**config.mk**
```make
export PLATFORM = sky130hd
export DESIGN_NAME = imu_serial_frame_parser
export DESIGN_NICKNAME = d
export VERILOG_FILES = /design/src/rtl/imufp_pkg.sv /design/src/rtl/imufp_frame_asm.sv /design/src/rtl/imufp_scale.sv /design/src/rtl/imu_serial_frame_parser.sv
export SDC_FILE = /design/constraint.sdc
export NUM_CORES = 2
export LEC_CHECK = 0
export ABC_AREA = 1
export BUFFER_PORTS_ARGS = -buffer_cell sky130_fd_sc_hd__buf_2
export CORE_MARGIN = 3
export CORE_UTILIZATION = 30
export DETAILED_ROUTE_END_ITERATION = 16
export PLACE_DENSITY_LB_ADDON = 0.08
export SETUP_SLACK_MARGIN = 0.5
export SYNTH_ARGS = -nofsm -noshare
export SYNTH_HDL_FRONTEND = slang
export SYNTH_SLANG_ARGS = --single-unit
```
**constraint.sdc**
```tcl
create_clock -name clk_i -period 16.8 [get_ports clk_i]
set_input_delay 0.84 -clock clk_i [delete_from_list [all_inputs] [get_ports clk_i]]
set_output_delay 0.84 -clock clk_i [all_outputs]
set_load 0.05 [all_outputs]
```
**src/rtl/imufp_pkg.sv**
```systemverilog
// Shared types and constants for the IMU serial frame parser.
// No dependencies; imported by every module of the block.
package imufp_pkg;

  localparam int unsigned FRAME_BYTES = 11;
  localparam int unsigned DATA_BYTES  = FRAME_BYTES - 3;  // payload between type and checksum
  localparam int unsigned POS_W       = $clog2(FRAME_BYTES);
  localparam int unsigned DIDX_W      = $clog2(DATA_BYTES);
  localparam int unsigned FS_W        = 13;
  localparam int unsigned AXIS_W      = 28;
  localparam int unsigned WORD_W      = 16;
  localparam int unsigned CNT_W       = 32;
  localparam int unsigned CFG_IDX_W   = 2;
  localparam int unsigned OUT_BITS    = 2 + 1 + 3 * AXIS_W + WORD_W + 2 * CNT_W;
  localparam int unsigned OUT_DATA_W  = ((OUT_BITS + 7) / 8) * 8;

  localparam logic [7:0] HDR_BYTE   = 8'h55;
  localparam logic [7:0] TYPE_ACCEL = 8'h51;
  localparam logic [7:0] TYPE_GYRO  = 8'h52;
  localparam logic [7:0] TYPE_ANGLE = 8'h53;

  localparam logic [POS_W-1:0] POS_HDR  = POS_W'(0);
  localparam logic [POS_W-1:0] POS_TYPE = POS_W'(1);
  localparam logic [POS_W-1:0] POS_CSUM = POS_W'(FRAME_BYTES - 1);

  localparam logic [FS_W-1:0] FS_MAX       = FS_W'(4096);
  localparam logic [FS_W-1:0] FS_ACCEL_RST = FS_W'(16);
  localparam logic [FS_W-1:0] FS_GYRO_RST  = FS_W'(2000);
  localparam logic [FS_W-1:0] FS_ANGLE_RST = FS_W'(180);

  localparam logic [CFG_IDX_W-1:0] CFG_ACCEL_FS = CFG_IDX_W'(0);
  localparam logic [CFG_IDX_W-1:0] CFG_GYRO_FS  = CFG_IDX_W'(1);
  localparam logic [CFG_IDX_W-1:0] CFG_ANGLE_FS = CFG_IDX_W'(2);

  localparam logic [1:0] KIND_ACCEL = 2'd0;
  localparam logic [1:0] KIND_GYRO  = 2'd1;
  localparam logic [1:0] KIND_ANGLE = 2'd2;

  // One completed frame, handed from the assembler to the scaler.
  typedef struct packed {
    logic [1:0]        kind;
    logic              ok;
    logic [WORD_W-1:0] word_x;
    logic [WORD_W-1:0] word_y;
    logic [WORD_W-1:0] word_z;
    logic [WORD_W-1:0] temp;
    logic [CNT_W-1:0]  good_cnt;
    logic [CNT_W-1:0]  bad_cnt;
  } frame_t;

  function automatic logic [FS_W-1:0] fs_clamp(input logic [FS_W-1:0] fs);
    fs_clamp = (fs > FS_MAX) ? FS_MAX : fs;
  endfunction

endpackage

```
**src/rtl/imufp_frame_asm.sv**
```systemverilog
// Byte-level frame hunter: header/type sync, running checksum, payload capture.
// Depends on imufp_pkg. Emits one frame_t per completed frame.
module imufp_frame_asm import imufp_pkg::*; (
  input  logic       clk_i,
  input  logic       rst_ni,
  input  logic       byte_valid_i,
  output logic       byte_ready_o,
  input  logic [7:0] byte_i,
  output logic       frm_valid_o,
  input  logic       frm_ready_i,
  output frame_t     frm_o
);

  logic [POS_W-1:0] pos_q, pos_d;
  logic [7:0]       sum_q, sum_d;
  logic [1:0]       kind_q, kind_d;
  logic [7:0]       data_q [DATA_BYTES];
  logic             frm_valid_q, frm_valid_d;
  frame_t           frm_q, frm_d;
  logic [CNT_W-1:0] good_q, good_d, bad_q, bad_d;
  logic             acc, data_we, done;
  logic [DIDX_W-1:0] didx;

  assign byte_ready_o = !frm_valid_q || frm_ready_i;
  assign acc          = byte_valid_i && byte_ready_o;
  assign didx         = DIDX_W'(pos_q - POS_W'(2));

  always_comb begin
    pos_d   = pos_q;
    sum_d   = sum_q;
    kind_d  = kind_q;
    data_we = 1'b0;
    done    = 1'b0;
    if (acc) begin
      if (pos_q == POS_HDR || pos_q > POS_CSUM) begin
        pos_d = (byte_i == HDR_BYTE) ? POS_TYPE : POS_HDR;
        sum_d = HDR_BYTE;
      end else if (pos_q == POS_TYPE) begin
        case (byte_i)
          TYPE_ACCEL: begin
            kind_d = KIND_ACCEL;
            pos_d  = pos_q + POS_W'(1);
            sum_d  = sum_q + byte_i;
          end
          TYPE_GYRO: begin
            kind_d = KIND_GYRO;
            pos_d  = pos_q + POS_W'(1);
            sum_d  = sum_q + byte_i;
          end
          TYPE_ANGLE: begin
            kind_d = KIND_ANGLE;
            pos_d  = pos_q + POS_W'(1);
            sum_d  = sum_q + byte_i;
          end
          default: begin
            // resync; a repeated header byte keeps us waiting for a type
            pos_d = (byte_i == HDR_BYTE) ? POS_TYPE : POS_HDR;
            sum_d = HDR_BYTE;
          end
        endcase
      end else if (pos_q == POS_CSUM) begin
        pos_d = POS_HDR;
        done  = 1'b1;
      end else begin
        data_we = 1'b1;
        pos_d   = pos_q + POS_W'(1);
        sum_d   = sum_q + byte_i;
      end
    end
  end

  always_comb begin
    good_d      = good_q;
    bad_d       = bad_q;
    frm_d       = frm_q;
    frm_valid_d = frm_valid_q && !frm_ready_i;
    if (done) begin
      frm_valid_d = 1'b1;
      frm_d       = '0;
      if (sum_q == byte_i) begin
        good_d         = good_q + CNT_W'(1);
        frm_d.ok       = 1'b1;
        frm_d.kind     = kind_q;
        frm_d.word_x   = {data_q[1], data_q[0]};
        frm_d.word_y   = {data_q[3], data_q[2]};
        frm_d.word_z   = {data_q[5], data_q[4]};
        frm_d.temp     = {data_q[7], data_q[6]};
        frm_d.good_cnt = good_d;
      end else begin
        bad_d         = bad_q + CNT_W'(1);
        frm_d.bad_cnt = bad_d;
      end
    end
  end

  always_ff @(posedge clk_i or negedge rst_ni) begin
    if (!rst_ni) begin
      pos_q       <= POS_HDR;
      sum_q       <= '0;
      kind_q      <= KIND_ACCEL;
      frm_valid_q <= 1'b0;
      good_q      <= '0;
      bad_q       <= '0;
    end else begin
      pos_q       <= pos_d;
      sum_q       <= sum_d;
      kind_q      <= kind_d;
      frm_valid_q <= frm_valid_d;
      good_q      <= good_d;
      bad_q       <= bad_d;
    end
  end

  always_ff @(posedge clk_i) begin
    if (data_we) data_q[didx] <= byte_i;
    frm_q <= frm_d;
  end

  assign frm_valid_o = frm_valid_q;
  assign frm_o       = frm_q;

endmodule

```
**src/rtl/imufp_scale.sv**
```systemverilog
// Result stage: picks the full scale by frame kind, scales the three axes,
// and holds the packed result beat. Depends on imufp_pkg.
module imufp_scale import imufp_pkg::*; (
  input  logic                  clk_i,
  input  logic                  rst_ni,
  input  logic                  frm_valid_i,
  output logic                  frm_ready_o,
  input  frame_t                frm_i,
  input  logic [FS_W-1:0]       fs_accel_i,
  input  logic [FS_W-1:0]       fs_gyro_i,
  input  logic [FS_W-1:0]       fs_angle_i,
  output logic                  res_valid_o,
  input  logic                  res_ready_i,
  output logic [OUT_DATA_W-1:0] res_data_o
);

  logic [FS_W-1:0]       fs;
  logic signed [FS_W:0]  fs_s;
  logic signed [WORD_W+FS_W:0] px, py, pz;
  logic                  valid_q;
  logic [OUT_DATA_W-1:0] data_q, data_d;

  always_comb begin
    case (frm_i.kind)
      KIND_ACCEL: fs = fs_accel_i;
      KIND_GYRO:  fs = fs_gyro_i;
      default:    fs = fs_angle_i;
    endcase
  end

  assign fs_s = signed'({1'b0, fs_clamp(fs)});
  assign px   = (WORD_W+FS_W+1)'(signed'(frm_i.word_x)) * (WORD_W+FS_W+1)'(fs_s);
  assign py   = (WORD_W+FS_W+1)'(signed'(frm_i.word_y)) * (WORD_W+FS_W+1)'(fs_s);
  assign pz   = (WORD_W+FS_W+1)'(signed'(frm_i.word_z)) * (WORD_W+FS_W+1)'(fs_s);

  // fields from bit 0 up: kind, ok, x, y, z, temp, good count, bad count
  assign data_d = OUT_DATA_W'({frm_i.bad_cnt, frm_i.good_cnt, frm_i.temp,
                               pz[AXIS_W-1:0], py[AXIS_W-1:0], px[AXIS_W-1:0],
                               frm_i.ok, frm_i.kind});

  assign frm_ready_o = !valid_q || res_ready_i;

  always_ff @(posedge clk_i or negedge rst_ni) begin
    if (!rst_ni) begin
      valid_q <= 1'b0;
    end else if (frm_ready_o) begin
      valid_q <= frm_valid_i;
    end
  end

  always_ff @(posedge clk_i) begin
    if (frm_ready_o && frm_valid_i) data_q <= data_d;
  end

  assign res_valid_o = valid_q;
  assign res_data_o  = data_q;

endmodule

```
**src/rtl/imu_serial_frame_parser.sv**
```systemverilog
// Top level of the IMU serial frame parser: config registers, frame assembler
// and result stage. Depends on imufp_pkg, imufp_frame_asm, imufp_scale.
//
//  channel   dir  width  content
//  s_axis    in   8      rx_byte
//  m_axis    out  168    frame result (see m_axis_tdata)
//  cfg       in   13     full-scale registers, index 0..2
//
// One byte beat per cycle; tready stays high unless a completed frame is
// stuck behind a full output register. After its checksum beat, a frame's result
// is registered in the frame register, then in the result register.
// Reset clears sync position, counters and valids; config returns to defaults.
module imu_serial_frame_parser import imufp_pkg::*; (
  input  logic                  clk_i,
  input  logic                  rst_ni,
  input  logic                  s_axis_tvalid,
  output logic                  s_axis_tready,
  input  logic [7:0]            s_axis_tdata,   // [7:0] rx_byte
  output logic                  m_axis_tvalid,
  input  logic                  m_axis_tready,
  // [1:0] frame_kind, [2] checksum_ok, [30:3] axis_x_scaled, [58:31] axis_y_scaled,
  // [86:59] axis_z_scaled, [102:87] temp_word, [134:103] good_frame_total,
  // [166:135] bad_checksum_total, [167] zero
  output logic [OUT_DATA_W-1:0] m_axis_tdata,
  input  logic                  cfg_we_i,
  input  logic [CFG_IDX_W-1:0]  cfg_idx_i,
  input  logic [FS_W-1:0]       cfg_data_i
);

  logic [FS_W-1:0] fs_accel_q, fs_gyro_q, fs_angle_q;
  logic            frm_valid, frm_ready;
  frame_t          frm;

  always_ff @(posedge clk_i or negedge rst_ni) begin
    if (!rst_ni) begin
      fs_accel_q <= FS_ACCEL_RST;
      fs_gyro_q  <= FS_GYRO_RST;
      fs_angle_q <= FS_ANGLE_RST;
    end else if (cfg_we_i) begin
      case (cfg_idx_i)
        CFG_ACCEL_FS: fs_accel_q <= cfg_data_i;
        CFG_GYRO_FS:  fs_gyro_q  <= cfg_data_i;
        CFG_ANGLE_FS: fs_angle_q <= cfg_data_i;
        default: ;
      endcase
    end
  end

  imufp_frame_asm u_asm (
    .clk_i        (clk_i),
    .rst_ni       (rst_ni),
    .byte_valid_i (s_axis_tvalid),
    .byte_ready_o (s_axis_tready),
    .byte_i       (s_axis_tdata),
    .frm_valid_o  (frm_valid),
    .frm_ready_i  (frm_ready),
    .frm_o        (frm)
  );

  imufp_scale u_scale (
    .clk_i       (clk_i),
    .rst_ni      (rst_ni),
    .frm_valid_i (frm_valid),
    .frm_ready_o (frm_ready),
    .frm_i       (frm),
    .fs_accel_i  (fs_accel_q),
    .fs_gyro_i   (fs_gyro_q),
    .fs_angle_i  (fs_angle_q),
    .res_valid_o (m_axis_tvalid),
    .res_ready_i (m_axis_tready),
    .res_data_o  (m_axis_tdata)
  );

endmodule

```
== Word level (Yosys, flattened, before mapping) ==
Memory sizes are Yosys's and may differ from the RTL's.
Cells that the tools add are included.
Widths: inputs -> output; s select.

* RAM bits: 64
* Memories kept: 1
* Logic and storage cells: 88
* Bits in registers: 417
* Output and inout port bits: 170

* Reduce and logical (&&, ||, !) cells: 21
* Order comparisons: 2
* $add $sub $neg: 5
* Bitwise operators: 2
* Eq/ne operators: 11
* Multiply operators: 3
* Multiplexer cells: 24

{| class="wikitable"
|+ Memories
! memory !! words !! bits a word !! rd ports !! clocked after memory_dff !! write ports !! RTL line !! RTL
|-
| u_asm.data_q || 8 || 8 || 8 || 0 || 1 || imufp_frame_asm.sv:17 || <nowiki>logic [7:0] data_q [DATA_BYTES];</nowiki>
|}

{| class="wikitable"
|+ Operators with widths
! operator !! count
|-
| $mux 97 || 1
|-
| $mul 16x14->28 || 3
|-
| $add 32x1->32 const B || 2
|-
| $eq 8x7->1 const B || 4
|-
| $mux 8 || 4
|-
| $pmux 13 s2 || 1
|-
| $mux 4 || 4
|-
| $gt 13x13->1 const B || 1
|-
| $mux 13 || 1
|-
| $mux 1 || 12
|-
| $reduce_and 2->1 || 6
|-
| $add 8x8->8 || 1
|-
| $eq 8x8->1 || 1
|-
| $pmux 2 s3 || 1
|-
| $add 4x1->4 const B || 1
|-
| $eq 2x1->1 const B || 2
|-
| $eq 4x1->1 const B || 1
|-
| $eq 4x4->1 const B || 1
|-
| $gt 4x4->1 const B || 1
|-
| $logic_not 2->1 || 2
|-
| $logic_not 4->1 || 1
|-
| $reduce_and 4->1 || 1
|-
| $logic_and 1x1->1 || 3
|-
| $logic_not 1->1 || 3
|-
| other kinds (7) || 10
|}

== Longest topological paths before layout ==
* Depth after elaboration: 7
* Mapped depth: 38
* Gate-level depth less buffers: 36

== By module ==
Synthesis repeated with hierarchy kept, for this count alone.

* Cell total of the unflattened synthesis: 4740
* Area total of the unflattened synthesis: 43171.4 um^2

{| class="wikitable"
|+ Modules (own cells, without submodules)
! module !! cells each !! area each (um^2) !! instances
|-
| imufp_scale || 3269 || 29164.2 || 1
|-
| imufp_frame_asm || 1294 || 12309.3 || 1
|-
| imu_serial_frame_parser || 177 || 1697.9 || 1
|}

== Worst setup path after synthesis ==
No wires, ideal clock.

* Path type: input to register
* From: in m_axis_tready
* To: reg u_scale.data_q[0], in the netlist u_scale.res_data_o[0], enable pin
* Buffers on the path: 0
* Stages on the path: 2
* Arrival time: 8896 ps
* Setup slack: 7156 ps
* Path through: inv_1 a21oi_1

* Cells in the longest elaborated chain, start to end: 2

{| class="wikitable"
|+ RTL lines
! what !! RTL line !! RTL
|-
| start: declaration || imu_serial_frame_parser.sv:20 || <nowiki>input logic m_axis_tready,</nowiki>
|-
| $logic_or 1x1->1 || imufp_scale.sv:41 || <nowiki>assign frm_ready_o = !valid_q || res_ready_i;</nowiki>
|-
| $logic_and 1x1->1 || imufp_scale.sv:52 || <nowiki>if (frm_ready_o && frm_valid_i) data_q <= data_d;</nowiki>
|-
| end signal: assignment || imufp_scale.sv:52 ||
|-
| end: declaration || imufp_scale.sv:21 || <nowiki>logic [OUT_DATA_W-1:0] data_q, data_d;</nowiki>
|}

Every way passes these cells.
A chain may end at the register's enable or synchronous reset.

== Worst setup path in the final report ==
* From: reg u_asm.frm_q (netlist bit u_asm.frm_o[130])
* To: reg u_scale.data_q[27], in the netlist u_scale.res_data_o[27] (data pin)

* Cells in the longest elaborated chain, start to end: 5
* Elaborated cells between the ends (all ways): 6
* Those cells by class: mul: 1; order compare: 1; eq/ne: 1; mux: 2; reduce/logical: 1

{| class="wikitable"
|+ RTL lines
! what !! RTL line !! RTL
|-
| start: declaration || imufp_frame_asm.sv:19 || <nowiki>frame_t frm_q, frm_d;</nowiki>
|-
| start signal: assignment || imufp_frame_asm.sv:116 || <nowiki>frm_q <= frm_d;</nowiki>
|-
| $eq 2x1->1 or $logic_not 2->1 (tied branches) || imufp_scale.sv:24 || <nowiki>case (frm_i.kind)</nowiki>
|-
| $pmux 13 s2 (*) || imufp_scale.sv:24 ||
|-
| $gt 13x13->1 || imufp_pkg.sv:52 || <nowiki>fs_clamp = (fs > FS_MAX) ? FS_MAX : fs;</nowiki>
|-
| $mux 13 (*) || imufp_pkg.sv:52 ||
|-
| $mul 16x14->28 (*) || imufp_scale.sv:32 || <nowiki>assign px = (WORD_W+FS_W+1)'(signed'(frm_i.word_x)) * (WORD_W+FS_W+1)'(fs_s);</nowiki>
|-
| net u_scale.px[24] || imufp_scale.sv:19 || <nowiki>logic signed [WORD_W+FS_W:0] px, py, pz;</nowiki>
|}

Mark *: on every way through the listed nets, which the timed path passes. The rest lies on a longest branch.

==> summary.md <==
| Metric | Value |
|---|---|
| Setup crit start kind | `register` |
| Fin. max-slew vios | `0` |
| Clock skew | `roughly 28 ps` |
| WL/cell | `18.2 µm` |
| Number of remaining DRC errors | `0` |
| RePlAce Congestion | `0.811` |
| Die X | `377 µm` |
| Largest family of logic cells by synthesized area | `adder cells` |
| Simple-gate portion of the synthesized area | `14.6%` |
| DP Area | `44300 µm²` |
| Slew HR | `28.7%` |
| DPL Wire Length | `between 80000 and 90000 µm` |
| CP max stage delay | `620 ps` |
| Site Rows | `135` |
| Yosys reg bits | `481` |
| DR vias | `28337` |
| Drt pass-1 iters | `8` |
| Postcts setup bufs | `0` |
| Initial antenna violation count | `4` |
| Syn Inst Count | `between 4000 and 5000` |
| Mapped Nets | `5171` |
| Most used cell, CP | `fa_1` |
| Commonest non-fill, non-tap cell in the layout | `inv_1` |
| Synth Area in Compound Gates | `3.75%` |
| CTS clk-pin slew, worst paths | `60 ps` |
| Sequential share of the synthesized area | `33.5%` |
| Fin nets | `between 5000 and 6000` |
| Crit path max fanout | `50` |
| Max VDD drop | `between 70 and 80 µV` |
| Adder-Cell Fraction of Synth Area | `34.6%` |
| Final WL | `116000 µm` |
| CTS tree | `built` |
| Max Cap Violations | `0` |
| Mux cell area share after synthesis | `0%` |
| First-pass GRT wire length | `183000 µm` |
| Die Span Y | `about 380 µm` |
| Die area | `142000 µm²` |
| Final instance area | `46600 µm²` |
| Number of CTS-inserted buffers | `66` |
| Clk_lat worst skew | `640 ps` |
| H-tree levels | `3` |
| Initial DRC Count | `1379` |
| CTS sink cnt | `481` |
| Number of global-route vias before repair | `30921` |
| Syn_area_per_cell | `roughly 9.5 µm²` |
| LEAKAGE | `between 0.02 and 0.025 µW` |
| Synth Area in XOR/XNOR | `about 3.0%` |
| Antenna Nets Post-Route | `0` |
| CP endpoint kind | `register` |
| Most frequent cells in the layout | `inv_1, nand2_1, nor2_1` |
| GR Util All Layers | `16.7%` |
| Top Ports | `198` |
| Critical path class | `register to register` |
| Final hold vios | `0` |
| Core area | `136000 µm²` |
| TNS Setup | `0 ps` |
| Largest net degree at the start of global routing | `between 100 and 150` |
| Global route total overflow | `0` |
| Syn Std Cell Area | `slightly above 40000 µm²` |
| RSZ-0062 raised after global routing | `false` |
| Vias per inst | `between 4 and 5` |
| Effective utilization at floorplan | `between 30% and 40%` |
| Layout area overhead | `12.8%` |
| Synth cell types | `between 40 and 50` |
| Class of the worst hold path | `input pin to async pin` |
| Tcrit/Tclk final | `between 50% and 60%` |
| Clk root buf | `clkbuf_16` |
| Port Buffers | `slightly below 200` |
| Hold_buf cts | `0` |
| Setup violators final | `0` |
| Synth warn | `0` |
| Clk buf depth | `3` |
| Arr. time, crit path | `9660 ps` |
| Share of cells above drive strength 1 | `8.18%` |
| Worst slew pin tran | `1060 ps` |
| Status | `finished, final reports clean` |
| Minimum clock period | `9280 ps` |
| Power per Cell Area | `131 nW/µm²` |
| Slowest CP cell | `nor2_2` |
| Req. time, crit path | `17180 ps` |
| Cells resized by post-CTS repair | `0` |
| Max Fclk | `0.108 GHz` |
==> cell usage after synthesis (all sizes together) <==
library cell  instances  area share [%]
xor2                101             2.1
dfrtp               108             6.5
dfstp                11            0.70
a21oi                83             1.0
o211ai                3           0.054
a22o                  1           0.021
and3                  1           0.015
xnor2                39            0.83
a41oi                 1           0.021
o21ai               143             1.7
conb                  1          0.0091
nor4                  9            0.15
o22ai                 4           0.061
o221ai                3           0.064
a31oi                 9            0.14
or2                   6           0.091
nand2               722             6.6
nor2                592             5.4
clkinv               14            0.13
nor3                 40            0.52
a311oi                1           0.021
a2bb2oi               1           0.021
a32oi                 1           0.021
ha                  220             6.7
inv                1018             9.2
o31ai                 5           0.091
a21boi                6            0.11
edfxtp              362              26
o21bai                8            0.15
o22a                  1           0.021
buf                  71            0.81
nand4                29            0.44
clkbuf               42            0.38
fa                  577              28
nand3                85             1.0
a21o                  9            0.16
nand3b               16            0.29
a211oi                3           0.054
==> metrics by stage <==
stage	instances	worst slack, ps	total power, µW	util, %	hold slack (ps)
4_1_cts	6354	7410	6260	34.3	252
2_1_floorplan	4346	7160	3910	-	400
3_5_place_dp	6234	7420	4690	32.5	405
5_1_grt	6354	6900	6800	34.3	308
3_3_place_gp	6234	7440	4690	32.5	401
6_report	6355	7520	6110	34.3	268
==> kinds of logic (layout without fill, tap and decap cells) <==
kind of cell               count (synthesis)  after routing
and+or+nand+nor                         1500           1500
xor gates and xnor gates                 140            140
AOI/OAI and AO/OA                        282            282
adders and majority gates                797            797
buffers and inverters                   1145           1372
DFF                                      481            481
other                                      1              2
==> worst paths after layout <==
path	from	endpoint	slack (ps)	depth (start not counted)
max in group asynchronous	rst_ni	u_asm.sum_q[4]	15040	2
hold reg to reg	u_asm.frm_o[69]	u_scale.res_data_o[92]	410	0
setup reg to reg	u_asm.frm_o[130]	u_scale.res_data_o[27]	7520	29
min in group clk_i	u_asm.frm_o[69]	u_scale.res_data_o[92]	410	0
setup / recovery	u_asm.frm_o[130]	u_scale.res_data_o[27]	7520	29
hold / removal	rst_ni	u_asm.bad_q[22]	270	1
==> flip-flops by register name (all words and copies together), names as in the netlist, 2 cells and up <==
| name | count |
|---|---|
| fs_accel_q | 13 |
| u_asm.kind_q | 2 |
| u_asm.good_q | 32 |
| u_asm.pos_q | 4 |
| u_asm.data_q | 64 |
| u_asm.frm_o | 131 |
| u_asm.bad_q | 32 |
| fs_angle_q | 13 |
| fs_gyro_q | 13 |
| u_asm.sum_q | 8 |
| u_scale.res_data_o | 167 |
==> cell type report <==
type / count / area (µm²)
fill: 14277 / 89500
multi-input combinational: 2720 / 23200
sequential: 481 / 13900
inverter: 1032 / 3870
tap: 1781 / 2230
clock buffer: 80 / 1780
timing repair buffer: 220 / 1180
clock inverter: 40 / 561
antenna: 1 / 2.50
==> critical path, delay by kind of cell (launching register included) <==
kind | cells | cell delay (ps)
XOR/XNOR | 1 | 150
AND/OR/NAND/NOR | 9 | 2340
buffers and inverters | 9 | 2050
flip-flops | 1 | 580
AO/OA/AOI/OAI | 3 | 370
adder cells (fa/ha/maj) | 7 | 3460
==> power breakdown <==
| part | leakage [µW] | switching (µW) | internal [µW] |
|---|---|---|---|
| clock | 0.00113 | 588 | 920 |
| sequential | 0.00472 | 33.2 | 1460 |
| combinational | 0.0166 | 1930 | 1170 |
| total | 0.0224 | 2550 | 3550 |
==> routing by layer <==
layer	track usage (%)	share of wire [%]	vias up
met1	22.7	46	14277
met5	0	0.011	-
met2	28.2	48	458
met3	2.46	4.1	92
met4	3.82	1.8	2
li1	-	-	13508
No activity file was read; power rests on OpenSTA's default activity.
